**src/sv/pfe_pkg.sv**
```systemverilog
package pfe_pkg;

    localparam int SIDE       = 5;
    localparam int CODE_W     = 5;
    localparam int IDX_W      = $clog2(SIDE);
    localparam int KEY_ROW_W  = SIDE * CODE_W;
    localparam int KEY_PAIR_W = 2 * KEY_ROW_W;
    localparam int SQUARE_W   = SIDE * KEY_ROW_W;
    localparam int APB_DATA_W = 64;
    localparam int APB_ADDR_W = 5;
    localparam int STATUS_W   = 2;
    localparam int TDATA_IN_W  = 16;
    localparam int TDATA_OUT_W = 16;

    typedef logic [CODE_W-1:0] t_code;
    typedef logic [IDX_W-1:0]  t_idx;

    // entry [row][col] sits at bit (row*SIDE+col)*CODE_W of the flat square
    typedef logic [SIDE-1:0][SIDE-1:0][CODE_W-1:0] t_square;

    typedef enum logic [STATUS_W-1:0] {
        ST_OK      = 2'd0,
        ST_SAME    = 2'd1,
        ST_MISSING = 2'd2
    } t_status;

    typedef enum logic [1:0] {
        REG_ROWS01 = 2'd0,
        REG_ROWS23 = 2'd1,
        REG_ROW4   = 2'd2
    } t_reg_idx;

    typedef struct packed {
        logic hit;
        t_idx row;
        t_idx col;
    } t_loc;

    typedef struct packed {
        t_status status;
        t_code   second;
        t_code   first;
    } t_result;

    function automatic t_idx wrap_inc(input t_idx i);
        t_idx n;
        if (i == t_idx'(SIDE - 1)) begin
            n = '0;
        end else begin
            n = i + t_idx'(1);
        end
        return n;
    endfunction

endpackage

```
**src/sv/pfe_locate.sv**
```systemverilog
module pfe_locate (
    input  pfe_pkg::t_square i_square,
    input  pfe_pkg::t_code   i_code,
    output pfe_pkg::t_loc    o_loc
);

    // later matches in row-major order override earlier ones
    always_comb begin
        o_loc = '0;
        for (int r = 0; r < pfe_pkg::SIDE; r++) begin
            for (int c = 0; c < pfe_pkg::SIDE; c++) begin
                if (i_square[r][c] == i_code) begin
                    o_loc.hit = 1'b1;
                    o_loc.row = pfe_pkg::t_idx'(r);
                    o_loc.col = pfe_pkg::t_idx'(c);
                end
            end
        end
    end

endmodule

```
**src/sv/pfe_core.sv**
```systemverilog
module pfe_core (
    input  pfe_pkg::t_square i_square,
    input  pfe_pkg::t_code   i_first,
    input  pfe_pkg::t_code   i_second,
    output pfe_pkg::t_result o_result
);

    pfe_pkg::t_loc loc_a;
    pfe_pkg::t_loc loc_b;

    pfe_locate u_loc_a (
        .i_square (i_square),
        .i_code   (i_first),
        .o_loc    (loc_a)
    );

    pfe_locate u_loc_b (
        .i_square (i_square),
        .i_code   (i_second),
        .o_loc    (loc_b)
    );

    always_comb begin
        o_result = '0;
        if (i_first == i_second) begin
            o_result.status = pfe_pkg::ST_SAME;
        end else if (!loc_a.hit || !loc_b.hit) begin
            o_result.status = pfe_pkg::ST_MISSING;
        end else begin
            o_result.status = pfe_pkg::ST_OK;
            if (loc_a.row == loc_b.row) begin
                o_result.first  = i_square[loc_a.row][pfe_pkg::wrap_inc(loc_a.col)];
                o_result.second = i_square[loc_b.row][pfe_pkg::wrap_inc(loc_b.col)];
            end else if (loc_a.col == loc_b.col) begin
                o_result.first  = i_square[pfe_pkg::wrap_inc(loc_a.row)][loc_a.col];
                o_result.second = i_square[pfe_pkg::wrap_inc(loc_b.row)][loc_b.col];
            end else begin
                // rectangle: swap columns
                o_result.first  = i_square[loc_a.row][loc_b.col];
                o_result.second = i_square[loc_b.row][loc_a.col];
            end
        end
    end

endmodule

```
**src/sv/playfair_digraph_encrypt.sv**
```systemverilog
// Playfair digraph encryptor, 5x5 key square.
// Input stream (s_axis_*): one item is a plaintext letter pair, taken on
//   tvalid & tready. Output stream (m_axis_*): one item per input, the two
//   cipher letters and a status (ok, identical letters, letter not in square).
// Key square: three APB registers, 64-bit data, byte addresses 0, 8, 16
//   (rows 0-1, rows 2-3, row 4), 5-bit letter codes, entry 0 lowest.
//   Write the square only while no item is in flight.
// Data path: an accepted item is captured in the input register; its result is
//   then loaded into the result register, whose valid flag drives tvalid.
// Throughput: one item per cycle unless the receiver stalls; the square is
//   searched by 25 parallel compares per letter between the two registers.
// Stall: while the receiver holds tready low the result register holds its
//   item; an empty input register takes one more item, then tready drops.
// Reset (synchronous, active low): both stages empty, key square all zero.
module playfair_digraph_encrypt (
    input  logic                               i_clk,
    input  logic                               i_rst_n,
    // APB configuration port
    input  logic                               psel,
    input  logic                               penable,
    input  logic                               pwrite,
    input  logic [pfe_pkg::APB_ADDR_W-1:0]     paddr,
    input  logic [pfe_pkg::APB_DATA_W-1:0]     pwdata,
    output logic [pfe_pkg::APB_DATA_W-1:0]     prdata,
    output logic                               pready,
    // input stream
    input  logic                               s_axis_tvalid,
    output logic                               s_axis_tready,
    // [4:0] first_letter, [9:5] second_letter, [15:10] zero
    input  logic [pfe_pkg::TDATA_IN_W-1:0]     s_axis_tdata,
    // output stream
    output logic                               m_axis_tvalid,
    input  logic                               m_axis_tready,
    // [4:0] first_cipher, [9:5] second_cipher, [11:10] status, [15:12] zero
    output logic [pfe_pkg::TDATA_OUT_W-1:0]    m_axis_tdata
);

    // key square registers
    logic [pfe_pkg::KEY_PAIR_W-1:0] r_key01;
    logic [pfe_pkg::KEY_PAIR_W-1:0] r_key23;
    logic [pfe_pkg::KEY_ROW_W-1:0]  r_key4;

    logic             cfg_wr;
    pfe_pkg::t_reg_idx cfg_idx;

    assign pready  = 1'b1;
    assign cfg_wr  = psel && penable && pwrite && pready;
    assign cfg_idx = pfe_pkg::t_reg_idx'(paddr[pfe_pkg::APB_ADDR_W-1:3]);

    always_ff @(posedge i_clk) begin
        if (!i_rst_n) begin
            r_key01 <= '0;
            r_key23 <= '0;
            r_key4  <= '0;
        end else if (cfg_wr) begin
            unique case (cfg_idx)
                pfe_pkg::REG_ROWS01: r_key01 <= pwdata[pfe_pkg::KEY_PAIR_W-1:0];
                pfe_pkg::REG_ROWS23: r_key23 <= pwdata[pfe_pkg::KEY_PAIR_W-1:0];
                pfe_pkg::REG_ROW4:   r_key4  <= pwdata[pfe_pkg::KEY_ROW_W-1:0];
                default: ;
            endcase
        end
    end

    always_comb begin
        unique case (cfg_idx)
            pfe_pkg::REG_ROWS01: prdata = pfe_pkg::APB_DATA_W'(r_key01);
            pfe_pkg::REG_ROWS23: prdata = pfe_pkg::APB_DATA_W'(r_key23);
            pfe_pkg::REG_ROW4:   prdata = pfe_pkg::APB_DATA_W'(r_key4);
            default:             prdata = '0;
        endcase
    end

    pfe_pkg::t_square square;
    assign square = pfe_pkg::t_square'({r_key4, r_key23, r_key01});

    // two-stage pipeline: input register, result register
    logic          r_in_valid;
    pfe_pkg::t_code r_in_first;
    pfe_pkg::t_code r_in_second;
    logic           r_out_valid;
    pfe_pkg::t_result r_out;

    logic             out_open;
    logic             in_accept;
    pfe_pkg::t_result n_out;

    assign out_open      = !r_out_valid || m_axis_tready;
    assign s_axis_tready = !r_in_valid || out_open;
    assign in_accept     = s_axis_tvalid && s_axis_tready;

    always_ff @(posedge i_clk) begin
        if (!i_rst_n) begin
            r_in_valid <= 1'b0;
        end else if (s_axis_tready) begin
            r_in_valid <= s_axis_tvalid;
        end
    end

    always_ff @(posedge i_clk) begin
        if (in_accept) begin
            r_in_first  <= s_axis_tdata[pfe_pkg::CODE_W-1:0];
            r_in_second <= s_axis_tdata[2*pfe_pkg::CODE_W-1:pfe_pkg::CODE_W];
        end
    end

    pfe_core u_core (
        .i_square (square),
        .i_first  (r_in_first),
        .i_second (r_in_second),
        .o_result (n_out)
    );

    always_ff @(posedge i_clk) begin
        if (!i_rst_n) begin
            r_out_valid <= 1'b0;
        end else if (out_open) begin
            r_out_valid <= r_in_valid;
        end
    end

    always_ff @(posedge i_clk) begin
        if (out_open && r_in_valid) begin
            r_out <= n_out;
        end
    end

    assign m_axis_tvalid = r_out_valid;
    assign m_axis_tdata  = pfe_pkg::TDATA_OUT_W'({r_out});

`ifndef SYNTHESIS
    // an item in the input stage moves to the result stage when it is open
    a_advance: assert property (@(posedge i_clk) disable iff (!i_rst_n)
        (r_in_valid && out_open) |=> m_axis_tvalid)
        else $error("input stage item not advanced");

    // identical letters always report the identical-letter status
    a_same: assert property (@(posedge i_clk) disable iff (!i_rst_n)
        (r_in_valid && out_open && (r_in_first == r_in_second))
        |=> (r_out.status == pfe_pkg::ST_SAME))
        else $error("identical pair not flagged");

    // cipher letters are zero on any error status
    a_zero_on_err: assert property (@(posedge i_clk) disable iff (!i_rst_n)
        (m_axis_tvalid && (r_out.status != pfe_pkg::ST_OK))
        |-> (r_out.first == '0) && (r_out.second == '0))
        else $error("cipher letters nonzero with error status");
`endif

endmodule

```
**config.mk**
```make
export PLATFORM = sky130hd
export DESIGN_NAME = playfair_digraph_encrypt
export DESIGN_NICKNAME = d
export VERILOG_FILES = /design/src/sv/pfe_pkg.sv /design/src/sv/pfe_locate.sv /design/src/sv/pfe_core.sv /design/src/sv/playfair_digraph_encrypt.sv
export SDC_FILE = /design/constraint.sdc
export NUM_CORES = 1
export LEC_CHECK = 0
export BUFFER_PORTS_ARGS = -buffer_cell sky130_fd_sc_hd__buf_4
export CAP_MARGIN = 10
export CORE_MARGIN = 4
export CORE_UTILIZATION = 39
export CTS_CLUSTER_SIZE = 14
export DETAILED_ROUTE_END_ITERATION = 10
export SYNTH_ARGS = -nofsm -noshare
export SYNTH_HDL_FRONTEND = slang
export SYNTH_HIERARCHICAL = 1
export SYNTH_SLANG_ARGS = --single-unit
```
**constraint.sdc**
```tcl
create_clock -name i_clk -period 11.6 [get_ports i_clk]
set_input_delay 1.16 -clock i_clk [delete_from_list [all_inputs] [get_ports i_clk]]
set_output_delay 1.16 -clock i_clk [all_outputs]
set_load 0.03 [all_outputs]
```
==> run summary <==
===========================================================================================
Share of flip-flops with an asynchronous set or reset ........................           0%
Data required time of the critical path ......................................     11.80 ns
Total count of max-transition violations in the final report .................            0
Maximum single-stage delay on the critical path ..............................      0.56 ns
Max-capacitance violation count ..............................................            0
Number of fill cells .........................................................         4114
Max_slew headroom ............................................................        24.6%
Unrepaired setup endpoints after global routing ..............................        false
CTS tree .....................................................................          yes
Cell breakdown of the critical path .......................................... buf_4, xor2_1, nor3_1, nand3_1, nor2b_1, nand3_2, nor2_4, buf_4, clkinv_1, ha_1, a21oi_4, buf_4, mux4_2, mux2i_1, o2111ai_1, a31oi_1, a2111oi_0
Worst slack at placement .....................................................      5.49 ns
Number of buffers and inverters on the critical path .........................            4
Number of top-level pins .....................................................          175
Area added between synthesis and finish ......................................        10.7%
Start-to-end type of the worst setup path .................................... register to register
Clock latency on the worst-skew pair .........................................      0.48 ns
Clock Root Buffer ............................................................ sky130_fd_sc_hd__clkbuf_16
Number of clock buffers inserted by TritonCTS ................................           17
Maximum operating frequency ..................................................      158 MHz
CP Launch Type ...............................................................     register
Most instantiated cells after synthesis ...................................... sky130_fd_sc_hd__mux2i_1, sky130_fd_sc_hd__nand2_1, sky130_fd_sc_hd__xor2_1
Max Root-Sink Buffers ........................................................            2
Skew final ...................................................................    0.0199 ns
Sequential share of power ....................................................        29.2%
Distinct cell type count of the synthesized netlist ..........................           85
Drt wl/cell .................................................................. 30.8 microns
Library cell with the highest instance count after synthesis ................. sky130_fd_sc_hd__mux2i_1
Proportion of total power due to net switching ...............................        40.9%
Antenna violations before repair .............................................            0
Final ANT Viol Nets ..........................................................            0
Leak .........................................................................      6.80 nW
Quantity of I/O buffers inserted on ports ....................................          132
Total Die Area ............................................................... 0.0447 sq mm
Startpoint of the most critical hold path .................................... r_in_valid$_SDFFE_PN0P_
# Post-CTS Setup Buffers .....................................................            0
Post-cts repair resize count .................................................            0
Number of flops mapped to enable cells by yosys ..............................           22
Via count of the routed design ...............................................        16400
Data arrival time of the worst path ..........................................      6.55 ns
Count of synthesis-stage warnings from yosys .................................            6
Number of design-rule violations left by the first detailed-router iteration .         2260
Global routing usage summed across all routing layers ........................        33.3%
Synth Cell Area .............................................................. 0.0161 sq mm
Via count of the first global-routing pass ...................................        15500
Die Y ........................................................................  211 microns
Per-instance average area after synthesis ....................................   8.46 sq um
Worst slew pin tran ..........................................................      1.13 ns
Multi-input gate area in the final layout .................................... 0.0120 sq mm
Combinational share of power .................................................        38.3%
First-pass iteration count of the detailed router ............................            6
Total number of clock tree sinks .............................................          149
Starting density of the core .................................................        39.5%
Dominant synthesized flop cell ............................................... sky130_fd_sc_hd__dfxtp_1
Internal power ...............................................................      1.14 mW
Number of flip-flops and latches in the synthesized netlist ..................          149
Routed vias/inst .............................................................         6.57
Clock share of power .........................................................        32.4%
DP Wirelength ................................................................      54.5 mm
Post-layout worst setup margin ...............................................      5.25 ns
Final Hold Slack .............................................................     0.518 ns
Maximum vdd drop .............................................................     0.121 mV
Setup violation total in the final timing report .............................            0
Outcome ...................................................................... finished, final reports clean
Clock Pin Slew Worst Setup and Hold Paths ....................................      0.08 ns
Share of layout cells above drive strength 1 .................................        17.8%
Most common cell type on the critical path ................................... sky130_fd_sc_hd__buf_4
Pwr/cell area ................................................................  108 mW/mm^2
H-tree depth .................................................................            4
Crit end category ............................................................     register
Routability congestion estimate ..............................................         1.04
Hold_buf cts .................................................................            0
Largest net degree at the start of global routing ............................           94
Standard-cell rows ...........................................................           74
Leading cell types by total area after synthesis ............................. sky130_fd_sc_hd__mux2i_1, sky130_fd_sc_hd__dfxtp_1, sky130_fd_sc_hd__xor2_1
Start of the worst register-to-register path ................................. r_in_first[1]$_DFFE_PP_
Final #Nets ..................................................................         2047
Routed wire length ...........................................................      76.8 mm
Hold Vio Cnt, Final ..........................................................            0
Synth Instances ..............................................................         1906
Yosys top cell area share ....................................................        16.1%
Die span in x ................................................................  211 microns
Wire length of the first global-routing pass .................................       110 mm
Power dissipated by switching net loads ......................................     0.791 mW
Critical-path top delay cell ................................................. sky130_fd_sc_hd__mux4_2
Setup TNS ....................................................................         0 ns
Biggest area consumer among synthesized cells ................................ sky130_fd_sc_hd__mux2i_1
Area taken by flip-flops and latches ......................................... 0.00320 sq mm
Number of remaining DRC errors ...............................................            0
Placeable core region ........................................................ 0.0408 sq mm
Final critical-path required period ..........................................      6.35 ns
Worst hold path type ......................................................... register to register
Worst-path maximum fanout ....................................................           30
Proportion of synthesized chip area in sequential cells ......................        19.9%
Fraction of the cycle the final worst path needs .............................        54.7%
CP Launch Point .............................................................. r_in_first[1]$_DFFE_PP_
Gate family responsible for the most delay along the worst path .............. buffers and inverters
Remaining global-route overflow ..............................................            0
===========================================================================================
## power groups by stage
stage	logic, mW	clock network, mW	registers [mW]
floorplan	0.499	0	0.574
global placement	0.709	0	0.576
detailed placement	0.712	0	0.577
CTS	0.714	0.638	0.565
global route	0.776	0.660	0.566
finish	0.742	0.628	0.566
## worst paths after layout
| path | endpoint | slack [ns] | cells after the start |
|---|---|---|---|
| worst max register to register | m_axis_tdata[3]$_DFFE_PP_ | 5.25 | 17 |
| worst min register to register | m_axis_tvalid$_SDFFE_PN0P_ | 0.52 | 1 |
| worst max-delay path | m_axis_tdata[3]$_DFFE_PP_ | 5.25 | 17 |
| worst min-delay path | m_axis_tvalid$_SDFFE_PN0P_ | 0.52 | 1 |
## layout make-up
class / count / area share (%)
Sequential cell: 149 / 17.9
Multi-Input combinational cell: 1586 / 67.0
Clock inverter: 14 / 1.14
Antenna cell: 1 / 0.0140
Tap cell: 532 / 3.73
Timing Repair Buffer: 176 / 7.40
Clock buffer: 18 / 2.46
Inverter: 17 / 0.357
## registers in the layout (all words and copies together) (netlist names)
register,cells
r_key23,50
m_axis_tdata,12
r_in_first,5
r_in_valid,1
r_key01,50
m_axis_tvalid,1
r_in_second,5
r_key4,25
## logic make-up after synthesis
| group | synth area share [%] |
|---|---|
| simple gates | 18.3 |
| other cells | 0.0466 |
| xor+xnor | 14.3 |
| mux | 24.9 |
| buf+inv | 6.81 |
| fa+ha+maj | 0.621 |
| flops | 19.9 |
| compound gates | 15.2 |
## cell usage in the layout (no fill, tap or decap), drive strengths merged, types with 45 or more instances in the layout
master,instances
mux2i,259
nand2,250
buf,176
xor2,136
dfxtp,127
xnor2,125
nor2,79
o21ai,74
nand3,69
a21oi,67
nor3,60
mux2,45
## through the flow
| stage | cell area [sq um] | utilization (%) | std cells | power [mW] |
|---|---|---|---|---|
| finish | 17900 | 43.7 | 2493 | 1.94 |
| global placement | 17200 | 42.2 | 2460 | 1.28 |
| global route | 17900 | 43.7 | 2492 | 2.00 |
| detailed placement | 17200 | 42.2 | 2460 | 1.29 |
| floorplan | 16200 | - | 1923 | 1.07 |
| CTS | 17900 | 43.7 | 2492 | 1.92 |
## per-layer routing
metal / vias up / global-route usage, % / routed length (microns)
met5: - / 0 / 0
met4: 0 / 17.0 / 4940
met3: 269 / 8.40 / 8290
met2: 1173 / 50.7 / 32900
met1: 7945 / 43.7 / 30700
li1: 6988 / - / -
Note: power is estimated with default switching activity, not from simulation.
